$ cat src/rtl/s2da_pkg.sv
// shared types and constants for the signed integer to decimal text block
// no dependencies
package s2da_pkg;

    localparam int unsigned MAG_W      = 32;
    localparam int unsigned BCD_DIGITS = 10;
    localparam int unsigned BCD_W      = 4 * BCD_DIGITS;
    localparam int unsigned DAB_STEPS  = 8;
    localparam int unsigned DAB_STAGES = MAG_W / DAB_STEPS;
    localparam int unsigned CNT_W      = 4;

    localparam logic [7:0] CHAR_ZERO  = 8'd48;
    localparam logic [7:0] CHAR_MINUS = 8'd45;

    // word moving through the shift-and-add-3 stages
    typedef struct packed {
        logic             neg;
        logic [BCD_W-1:0] bcd;
        logic [MAG_W-1:0] bin;
    } dab_word_t;

    // digits left-aligned so the leading digit is in the top nibble
    typedef struct packed {
        logic             neg;
        logic [BCD_W-1:0] bcd;
        logic [CNT_W-1:0] cnt;  // digit count minus one
    } txt_word_t;

endpackage

$ cat src/rtl/s2da_dabble.sv
// one pipeline stage of the binary to bcd conversion, several shift-and-add-3 steps
// depends on s2da_pkg
module s2da_dabble
(
    input  logic                 clk,
    input  logic                 rst_n,
    input  logic                 in_valid,
    output logic                 in_ready,
    input  s2da_pkg::dab_word_t  in_word,
    output logic                 out_valid,
    input  logic                 out_ready,
    output s2da_pkg::dab_word_t  out_word
);

    logic                valid_reg;
    s2da_pkg::dab_word_t word_reg;
    s2da_pkg::dab_word_t word_next;

    assign in_ready  = !valid_reg || out_ready;
    assign out_valid = valid_reg;
    assign out_word  = word_reg;

    always_comb
    begin
        word_next = in_word;
        for (int s = 0; s < int'(s2da_pkg::DAB_STEPS); s++)
        begin
            for (int d = 0; d < int'(s2da_pkg::BCD_DIGITS); d++)
            begin
                if (word_next.bcd[4*d +: 4] >= 4'd5)
                begin
                    word_next.bcd[4*d +: 4] = word_next.bcd[4*d +: 4] + 4'd3;
                end
            end
            {word_next.bcd, word_next.bin} = {word_next.bcd, word_next.bin} << 1;
        end
    end

    always_ff @(posedge clk or negedge rst_n)
    begin
        if (!rst_n)
        begin
            valid_reg <= 1'b0;
        end
        else if (in_ready)
        begin
            valid_reg <= in_valid;
        end
    end

    always_ff @(posedge clk)
    begin
        if (in_ready && in_valid)
        begin
            word_reg <= word_next;
        end
    end

endmodule

$ cat src/rtl/s2da_align.sv
// finds the leading digit and left-aligns the bcd digits, one register stage
// depends on s2da_pkg
module s2da_align
(
    input  logic                 clk,
    input  logic                 rst_n,
    input  logic                 in_valid,
    output logic                 in_ready,
    input  s2da_pkg::dab_word_t  in_word,
    output logic                 out_valid,
    input  logic                 out_ready,
    output s2da_pkg::txt_word_t  out_word
);

    logic                           valid_reg;
    s2da_pkg::txt_word_t            word_reg;
    s2da_pkg::txt_word_t            word_next;
    logic [s2da_pkg::CNT_W-1:0]     top;
    logic [s2da_pkg::CNT_W-1:0]     pad;

    assign in_ready  = !valid_reg || out_ready;
    assign out_valid = valid_reg;
    assign out_word  = word_reg;

    // highest nonzero digit; zero keeps a single digit
    always_comb
    begin
        top = '0;
        for (int d = 1; d < int'(s2da_pkg::BCD_DIGITS); d++)
        begin
            if (in_word.bcd[4*d +: 4] != 4'd0)
            begin
                top = s2da_pkg::CNT_W'(d);
            end
        end
        pad = s2da_pkg::CNT_W'(s2da_pkg::BCD_DIGITS - 1) - top;
        word_next.neg = in_word.neg;
        word_next.cnt = top;
        word_next.bcd = in_word.bcd << {pad, 2'b00};
    end

    always_ff @(posedge clk or negedge rst_n)
    begin
        if (!rst_n)
        begin
            valid_reg <= 1'b0;
        end
        else if (in_ready)
        begin
            valid_reg <= in_valid;
        end
    end

    always_ff @(posedge clk)
    begin
        if (in_ready && in_valid)
        begin
            word_reg <= word_next;
        end
    end

endmodule

$ cat src/rtl/s2da_serial.sv
// sends the text one character per word: optional minus, then the digits
// depends on s2da_pkg
module s2da_serial
(
    input  logic                 clk,
    input  logic                 rst_n,
    input  logic                 in_valid,
    output logic                 in_ready,
    input  s2da_pkg::txt_word_t  in_word,
    output logic                 out_valid,
    input  logic                 out_stall,
    output logic [7:0]           char_code,
    output logic                 last
);

    logic                          busy_reg;
    logic                          busy_next;
    logic                          minus_reg;
    logic                          minus_next;
    logic [s2da_pkg::BCD_W-1:0]    bcd_reg;
    logic [s2da_pkg::BCD_W-1:0]    bcd_next;
    logic [s2da_pkg::CNT_W-1:0]    left_reg;
    logic [s2da_pkg::CNT_W-1:0]    left_next;
    logic                          take;
    logic                          final_char;
    logic                          load;

    assign final_char = !minus_reg && (left_reg == '0);
    assign take       = busy_reg && !out_stall;
    assign in_ready   = !busy_reg || (take && final_char);
    assign load       = in_ready && in_valid;

    assign out_valid = busy_reg;
    assign last      = final_char;
    assign char_code = minus_reg ? s2da_pkg::CHAR_MINUS
                     : s2da_pkg::CHAR_ZERO + {4'b0000, bcd_reg[s2da_pkg::BCD_W-1 -: 4]};

    always_comb
    begin
        busy_next  = busy_reg;
        minus_next = minus_reg;
        bcd_next   = bcd_reg;
        left_next  = left_reg;
        if (load)
        begin
            busy_next  = 1'b1;
            minus_next = in_word.neg;
            bcd_next   = in_word.bcd;
            left_next  = in_word.cnt;
        end
        else if (take)
        begin
            if (minus_reg)
            begin
                minus_next = 1'b0;
            end
            else if (left_reg == '0)
            begin
                busy_next = 1'b0;
            end
            else
            begin
                bcd_next  = bcd_reg << 4;
                left_next = left_reg - 1'b1;
            end
        end
    end

    always_ff @(posedge clk or negedge rst_n)
    begin
        if (!rst_n)
        begin
            busy_reg <= 1'b0;
        end
        else
        begin
            busy_reg <= busy_next;
        end
    end

    always_ff @(posedge clk)
    begin
        minus_reg <= minus_next;
        bcd_reg   <= bcd_next;
        left_reg  <= left_next;
    end

endmodule

$ cat src/rtl/signed_int_to_decimal_ascii_top.sv
// Signed 32-bit integer to decimal ASCII text. Each input word is one two's
// complement value; the output sends its text one character per word, most
// significant first, a minus sign ahead of negative values, no leading zeros,
// and last set on the final character (1 to 11 characters). The value goes
// through an input register, four shift-and-add-3 stages of eight bits each and
// an alignment stage before the serializer. A new value enters every cycle
// while the pipeline has room; the output serializer sends one character per
// cycle unless out_stall is high, so the length of each number's text sets the
// sustained rate. Depends on s2da_pkg, s2da_dabble, s2da_align and s2da_serial.
module signed_int_to_decimal_ascii_top
(
    input  logic               clk,
    input  logic               rst_n,
    input  logic               in_valid,
    output logic               in_stall,
    input  logic signed [31:0] value,
    output logic               out_valid,
    input  logic               out_stall,
    output logic [7:0]         char_code,
    output logic               last
);

    localparam int unsigned NST = s2da_pkg::DAB_STAGES;

    logic                 in_valid_reg;
    s2da_pkg::dab_word_t  in_word_reg;
    s2da_pkg::dab_word_t  in_word_next;
    logic                 in_ready;

    logic                 dab_valid [NST+1];
    logic                 dab_ready [NST+1];
    s2da_pkg::dab_word_t  dab_word  [NST+1];

    logic                 txt_valid;
    logic                 txt_ready;
    s2da_pkg::txt_word_t  txt_word;

    assign in_ready = !in_valid_reg || dab_ready[0];
    assign in_stall = !in_ready;

    // magnitude fits 32 bits unsigned, including the most negative value
    always_comb
    begin
        in_word_next.neg = value[31];
        in_word_next.bcd = '0;
        in_word_next.bin = value[31] ? (~value + 32'd1) : value;
    end

    always_ff @(posedge clk or negedge rst_n)
    begin
        if (!rst_n)
        begin
            in_valid_reg <= 1'b0;
        end
        else if (in_ready)
        begin
            in_valid_reg <= in_valid;
        end
    end

    always_ff @(posedge clk)
    begin
        if (in_ready && in_valid)
        begin
            in_word_reg <= in_word_next;
        end
    end

    assign dab_valid[0] = in_valid_reg;
    assign dab_word[0]  = in_word_reg;

    for (genvar g = 0; g < NST; g++)
    begin : g_dab
        s2da_dabble u_dab
        (
            .clk       (clk),
            .rst_n     (rst_n),
            .in_valid  (dab_valid[g]),
            .in_ready  (dab_ready[g]),
            .in_word   (dab_word[g]),
            .out_valid (dab_valid[g+1]),
            .out_ready (dab_ready[g+1]),
            .out_word  (dab_word[g+1])
        );
    end

    s2da_align u_align
    (
        .clk       (clk),
        .rst_n     (rst_n),
        .in_valid  (dab_valid[NST]),
        .in_ready  (dab_ready[NST]),
        .in_word   (dab_word[NST]),
        .out_valid (txt_valid),
        .out_ready (txt_ready),
        .out_word  (txt_word)
    );

    s2da_serial u_serial
    (
        .clk       (clk),
        .rst_n     (rst_n),
        .in_valid  (txt_valid),
        .in_ready  (txt_ready),
        .in_word   (txt_word),
        .out_valid (out_valid),
        .out_stall (out_stall),
        .char_code (char_code),
        .last      (last)
    );

endmodule

$ cat config.mk
export PLATFORM = sky130hd
export DESIGN_NAME = signed_int_to_decimal_ascii_top
export DESIGN_NICKNAME = d
export VERILOG_FILES = /design/src/rtl/s2da_pkg.sv /design/src/rtl/s2da_dabble.sv /design/src/rtl/s2da_align.sv /design/src/rtl/s2da_serial.sv /design/src/rtl/signed_int_to_decimal_ascii_top.sv
export SDC_FILE = /design/constraint.sdc
export NUM_CORES = 1
export LEC_CHECK = 0
export ABC_AREA = 1
export BUFFER_PORTS_ARGS = -buffer_cell sky130_fd_sc_hd__buf_2
export CAP_MARGIN = 0
export CELL_PAD_IN_SITES_DETAIL_PLACEMENT = 1
export CELL_PAD_IN_SITES_GLOBAL_PLACEMENT = 1
export CORE_UTILIZATION = 45
export DETAILED_ROUTE_END_ITERATION = 8
export PLACE_DENSITY = 0.75
export SETUP_SLACK_MARGIN = 0.15
export SYNTH_ARGS = -nofsm -noshare
export SYNTH_HDL_FRONTEND = slang
export SYNTH_SLANG_ARGS = --single-unit
$ cat constraint.sdc
create_clock -name clk -period 11.2 [get_ports clk]
set_input_delay 0.56 -clock clk [delete_from_list [all_inputs] [get_ports clk]]
set_output_delay 0.56 -clock clk [all_outputs]
set_load 0.05 [all_outputs]
# Yosys cells after proc, flatten, opt, wreduce, memory -nomap -nowiden

Index checks and enable logic that the tools add are counted.

Register bits: 330

Equal/unequal tests: 2
Reductions and logical operators: 41
Add/sub/neg operators: 269
Shift operators: 1
Magnitude comparators: 265
Multiplexer cells: 290
Bitwise operators: 1

Operators with widths:

| operator                                                              | number |
|---|---|
| 4-bit by 3-bit >= comparator with 1-bit output, second input constant | 255 |
| 4-bit two-way mux                                                     | 254 |
| 4-bit by 2-bit adder with 4-bit output, second input constant         | 234 |
| 40-bit two-way mux                                                    | 4 |
| 3-bit two-way mux                                                     | 22 |
| 3-bit by 2-bit adder with 3-bit output, second input constant         | 21 |
| 40-bit by 6-bit left shift with 40-bit output                         | 1 |
| 4-bit nonzero test                                                    | 9 |
| 32-bit by 1-bit adder with 32-bit output, second input constant       | 1 |
| 32-bit NOT                                                            | 1 |
| 31-bit two-way mux                                                    | 1 |
| 1-bit by 2-bit adder with 3-bit output, second input constant         | 9 |
| 1-bit by 3-bit >= comparator with 1-bit output, second input constant | 9 |
| 1-bit logical AND                                                     | 10 |
| 1-bit logical NOT                                                     | 10 |
| 1-bit two-way mux                                                     | 8 |
| 8-bit two-way mux                                                     | 1 |
| 6-bit by 4-bit adder with 7-bit output, first input constant          | 1 |
| 1-bit logical OR                                                      | 7 |
| 3-bit AND reduction                                                   | 2 |
| 4-bit logical NOT                                                     | 1 |
| 2-bit nonzero test                                                    | 2 |
| 4-bit by 1-bit subtractor with 4-bit output, second input constant    | 1 |
| 4-bit subtractor, first input constant                                | 1 |
| 4 further kinds                                                       | 4 |

# Depth between registers and ports, before layout

Word-level depth: 16
Gate-level depth with buffers: 52

# Hierarchy

Synthesis repeated with hierarchy kept, for this count alone.

Cell total of the unflattened synthesis: 7,407
Area total of the unflattened synthesis: 47,820.9 um^2

Modules (own cells, without submodules):

| module                          | area each (um^2) | times used | cells an instance |
|---|---|---|---|
| s2da_dabble                     | 10,107.2         | 4          | 1,633 |
| s2da_align                      | 3,066.7          | 1          | 389 |
| s2da_serial                     | 2,172.1          | 1          | 222 |
| signed_int_to_decimal_ascii_top | 2,153.3          | 1          | 264 |

# Least setup slack after synthesis

No wires, ideal clock.

Kind: reg-to-reg
From: register g_dab[1].u_dab.word_reg, in the netlist g_dab[1].u_dab.out_word[48]
To: register g_dab[2].u_dab.word_reg, in the netlist g_dab[2].u_dab.out_word[60], data pin
Path slack: 5.509 ns
Path buffers: 0
Cell stages (with the launch flop): 40
Library setup time: 0.258 ns
Data arrival time: 5.432 ns
Cell sequence: edfxtp_1 inv_1 ha_1 nor2_4 o21ai_0 and2_1 nand2_4 nand2_1 and2_2 nand2_1 ha_1 a21oi_1 inv_1 xor2_2 ha_1 or2_2 nand3_2 nand2_1 [4 not listed] nand2_1 and2_1 nand2_1 ha_1 a21oi_1 xor2_1 inv_1 ha_1 or2_2 nand2_1 inv_1 nand2_1 nand2_1 nand2_1 inv_1 nand2_1 nand2_1 xor2_1

RTL lines:

| item                   | RTL line          | text |
|---|---|---|
| from (decl)            | s2da_dabble.sv:16 | `s2da_pkg::dab_word_t word_reg;` |
| from (signal assigned) | s2da_dabble.sv:55 | `word_reg <= word_next;` |
| to (signal assigned)   | s2da_dabble.sv:55 |  |
| to (decl)              | s2da_dabble.sv:16 |  |

==> metrics.txt <==
# TYPE chip_impl_metric gauge
chip_impl_metric{name="vias_per_cell",unit=""} 5.209
chip_impl_info{name="grt_setup_unrepaired",value="false"} 1
chip_impl_metric{name="grt_first_pass_wirelength",unit="um"} 109800
chip_impl_metric{name="number_of_synthesized_register_bits",unit=""} 284
chip_impl_metric{name="maxSlewHeadroom",unit="%"} 28.43
chip_impl_metric{name="hold_viol_final",unit=""} 0
chip_impl_metric{name="die_w",unit="um"} 248.5
chip_impl_metric{name="numCtsBuffers",unit=""} 34
chip_impl_metric{name="cts.path.max_buffers",unit=""} 3
chip_impl_metric{name="timing.critical_path.slowest_cell_delay",unit="ns"} 0.47
chip_impl_metric{name="boundaryPins",unit=""} 47
chip_impl_metric{name="post_route_minimum_period",unit="ns"} 6.446
chip_impl_metric{name="start_util",unit="%"} 45.90
chip_impl_metric{name="synth_cell_types",unit=""} 60
chip_impl_info{name="mostFrequentLayoutCells",value="1,109 x sky130_fd_sc_hd__nand2_1, 575 x sky130_fd_sc_hd__inv_1, 297 x sky130_fd_sc_hd__nand3_1, 277 x sky130_fd_sc_hd__edfxtp_1, 198 x sky130_fd_sc_hd__nand2_2"} 1
chip_impl_metric{name="achievable-frequency",unit="MHz"} 155.1
chip_impl_metric{name="tightest_slew",unit="ns"} 1.074
chip_impl_metric{name="die_h",unit="um"} 248.5
chip_impl_metric{name="residual_drc_count",unit=""} 0
chip_impl_metric{name="hpwl",unit="um"} 51460
chip_impl_metric{name="gp_congestion",unit=""} 0.8530
chip_impl_metric{name="rows",unit=""} 89
chip_impl_info{name="cts_tree",value="yes"} 1
chip_impl_metric{name="multi_input_area",unit="sq mm"} 0.01637
chip_impl_info{name="ys.flop_type",value="sky130_fd_sc_hd__edfxtp_1"} 1
chip_impl_metric{name="synth_async_sr_flop_share",unit="%"} 2.465
chip_impl_metric{name="timing.critical_path.arrival",unit="ns"} 6.73
chip_impl_metric{name="globalRouteOverflowTotal",unit=""} 0
chip_impl_metric{name="synth_area",unit="sq mm"} 0.02734
chip_impl_info{name="cpMaxStageDelayCell",value="sky130_fd_sc_hd__edfxtp_1"} 1
chip_impl_metric{name="n_fill_cell",unit=""} 7546
chip_impl_info{name="critPathMostFrequentCell",value="sky130_fd_sc_hd__nand2_1"} 1
chip_impl_metric{name="worst_clock_skew",unit="ns"} 0.01903
chip_impl_metric{name="numPortBuffers",unit=""} 43
chip_impl_metric{name="cts.clk_slew.worst_paths",unit="ns"} 0.05
chip_impl_metric{name="detailedRoute.firstIterationViolations",unit=""} 623
chip_impl_metric{name="cts-htree-levels",unit=""} 2
chip_impl_metric{name="drt_wl_total",unit="um"} 62830
chip_impl_metric{name="synth_sequential_area_ratio",unit="%"} 31.06
chip_impl_metric{name="cts_num_sinks",unit=""} 284
chip_impl_metric{name="timing.final.crit_share",unit="%"} 57.56
chip_impl_metric{name="placed_cells_incl_taps",unit=""} 4501
chip_impl_metric{name="drv_slew",unit=""} 0
chip_impl_metric{name="postSynthAreaPerCell",unit="sq um"} 7.381
chip_impl_metric{name="hold_slack",unit="ns"} 0.2530
chip_impl_info{name="timing.critical_path.from_type",value="flip-flop"} 1
chip_impl_metric{name="share_of_post_route_cells_with_drive_strength_above_1",unit="%"} 17.83
chip_impl_info{name="timing.critical_path.to_type",value="flip-flop"} 1
chip_impl_info{name="worst_hold_path_type",value="in2reg"} 1
chip_impl_metric{name="finalNetCount",unit=""} 3946
chip_impl_metric{name="cap_violations",unit=""} 0
chip_impl_metric{name="grt_util_all_layers",unit="%"} 20.38
chip_impl_info{name="criticalPathCategory",value="reg2reg"} 1
chip_impl_metric{name="largest_register_ffs",unit=""} 154
chip_impl_metric{name="number_of_enable_flip_flop_cells_after_synthesis",unit=""} 277
chip_impl_metric{name="firstDrtPassIters",unit=""} 4
chip_impl_metric{name="worstPathMaxFanout",unit=""} 5
chip_impl_info{name="status",value="finished, final reports clean"} 1
chip_impl_metric{name="number_of_antenna_violations_at_the_first_check_in_global_routing",unit=""} 1
chip_impl_metric{name="clock_insertion_delay_worst_skew",unit="ns"} 0.55
chip_impl_info{name="final_common_cell",value="sky130_fd_sc_hd__nand2_1"} 1
chip_impl_metric{name="grt_start_max_net_pins",unit=""} 52
chip_impl_metric{name="post_layout_nonfiller_instances",unit=""} 4565
chip_impl_metric{name="wl_per_cell",unit="um"} 13.76
chip_impl_metric{name="report.final.setup_viol",unit=""} 0
chip_impl_metric{name="detail-route-antenna-nets",unit=""} 0
chip_impl_metric{name="area_growth",unit="%"} 8.511
chip_impl_metric{name="sequential_cell_area",unit="sq mm"} 0.008493
chip_impl_metric{name="worst-r2r-setup-slack",unit="ns"} 4.75
chip_impl_metric{name="post_syn_instances",unit=""} 3705
chip_impl_info{name="clock_tree_root",value="sky130_fd_sc_hd__clkbuf_16"} 1
chip_impl_metric{name="cp_data_required_time",unit="ns"} 11.48
chip_impl_metric{name="area_of_the_placeable_core",unit="sq mm"} 0.05958
chip_impl_metric{name="via_count_of_the_first_global_routing_pass",unit=""} 25303
chip_impl_metric{name="design.die.area",unit="sq mm"} 0.06176
chip_impl_metric{name="totalNegativeSetupSlack",unit="ns"} 0
chip_impl_metric{name="ys_warn_count",unit=""} 0
chip_impl_metric{name="routed-via-count",unit=""} 23778
## per-layer routing
metal  track usage, %  part of all wire [%]
met1            21.24                    41
met5                0                     0
met3            2.135                   1.7
met4            6.353                   2.7
met2            41.81                    55
## final timing paths
check                                               to  depth (start not counted)                   startpoint
setup / recovery           g_dab[2].u_dab.out_word[57]                         40  g_dab[1].u_dab.out_word[48]
hold / removal                           dab_word[292]                          1                     value[0]
setup reg to reg           g_dab[2].u_dab.out_word[57]                         40  g_dab[1].u_dab.out_word[48]
hold reg to reg            g_dab[2].u_dab.out_word[27]                          0  g_dab[1].u_dab.out_word[19]
max in group asynchronous     g_dab[0].u_dab.out_valid                          2                        rst_n
min in group asynchronous            u_align.out_valid                          2                        rst_n
## repair_timing
item                       4_1_cts  5_1_grt
buffers inserted                 0        0
hold endpoints to repair         7        0
gates resized for setup          0        0
setup endpoints to repair        0        0
hold buffers                     1        0
## cell type report
cell class / instances / share of cell area [%]
Antenna cell: 1 / 0.008433
Sequential cell: 284 / 28.62
Multi-Input combinational cell: 2758 / 55.18
Clock inverter: 23 / 0.8855
Tap cell: 773 / 3.260
Timing Repair Buffer: 53 / 0.9867
Clock buffer: 39 / 3.036
Inverter: 634 / 8.020
## per-stage QoR
step                      cell area, sq um  util, %  setup slack, ns
after floorplan                      27350        -            5.509
after CTS                            29670    49.80            4.725
after global routing                 29670    49.81            4.104
final                                29670    49.81            4.754
after detailed placement             28500    47.83            4.718
after global placement               28500    47.83            5.191
## worst max-delay path: cells and delay by family, from the launching register on
| family | cells | cell delay, ns |
|---|---|---|
| buffers and inverters | 5 | 0.41 |
| xor gates and xnor gates | 2 | 0.50 |
| adders and majority gates | 5 | 1.08 |
| DFF | 1 | 0.47 |
| and+or+nand+nor | 24 | 2.86 |
| AOI/OAI and AO/OA | 4 | 0.89 |
## cell usage after synthesis (16+ instances only)
| cell | n | area share [%] |
|---|---|---|
| sky130_fd_sc_hd__nand4_1 | 137 | 3.1 |
| sky130_fd_sc_hd__ha_1 | 145 | 6.6 |
| sky130_fd_sc_hd__inv_2 | 50 | 0.69 |
| sky130_fd_sc_hd__nand3_2 | 117 | 4.3 |
| sky130_fd_sc_hd__o21ai_2 | 43 | 1.4 |
| sky130_fd_sc_hd__nand2_4 | 48 | 2.0 |
| sky130_fd_sc_hd__edfxtp_1 | 277 | 30 |
| sky130_fd_sc_hd__a21o_1 | 29 | 0.80 |
| sky130_fd_sc_hd__nand3b_1 | 18 | 0.49 |
| sky130_fd_sc_hd__mux2_2 | 36 | 1.5 |
| sky130_fd_sc_hd__nand2_1 | 1110 | 15 |
| sky130_fd_sc_hd__o21ai_1 | 33 | 0.60 |
| sky130_fd_sc_hd__and2_1 | 35 | 0.80 |
| sky130_fd_sc_hd__nand3_1 | 297 | 5.4 |
| sky130_fd_sc_hd__xor2_2 | 18 | 1.1 |
| sky130_fd_sc_hd__xnor2_1 | 16 | 0.51 |
| sky130_fd_sc_hd__inv_1 | 575 | 7.9 |
| sky130_fd_sc_hd__nand2_2 | 197 | 4.5 |
| sky130_fd_sc_hd__o21ai_0 | 97 | 1.8 |
| sky130_fd_sc_hd__a21oi_1 | 46 | 0.84 |
| sky130_fd_sc_hd__clkbuf_1 | 22 | 0.30 |
| sky130_fd_sc_hd__xor2_1 | 76 | 2.4 |
| sky130_fd_sc_hd__nor2_1 | 109 | 1.5 |
## cell families after synthesis
group | count (synthesis) | synth area share (%)
compound gates | 316 | 7.445
xor+xnor | 123 | 4.832
fa+ha+maj | 145 | 6.635
buf+inv | 664 | 9.183
flops | 284 | 31.06
mux | 45 | 1.812
other cells | 2 | 0.02746
simple gates | 2126 | 39.01
Power is not shown: default switching activity piles up to over one toggle a cycle in this logic, so the estimate is an artifact.
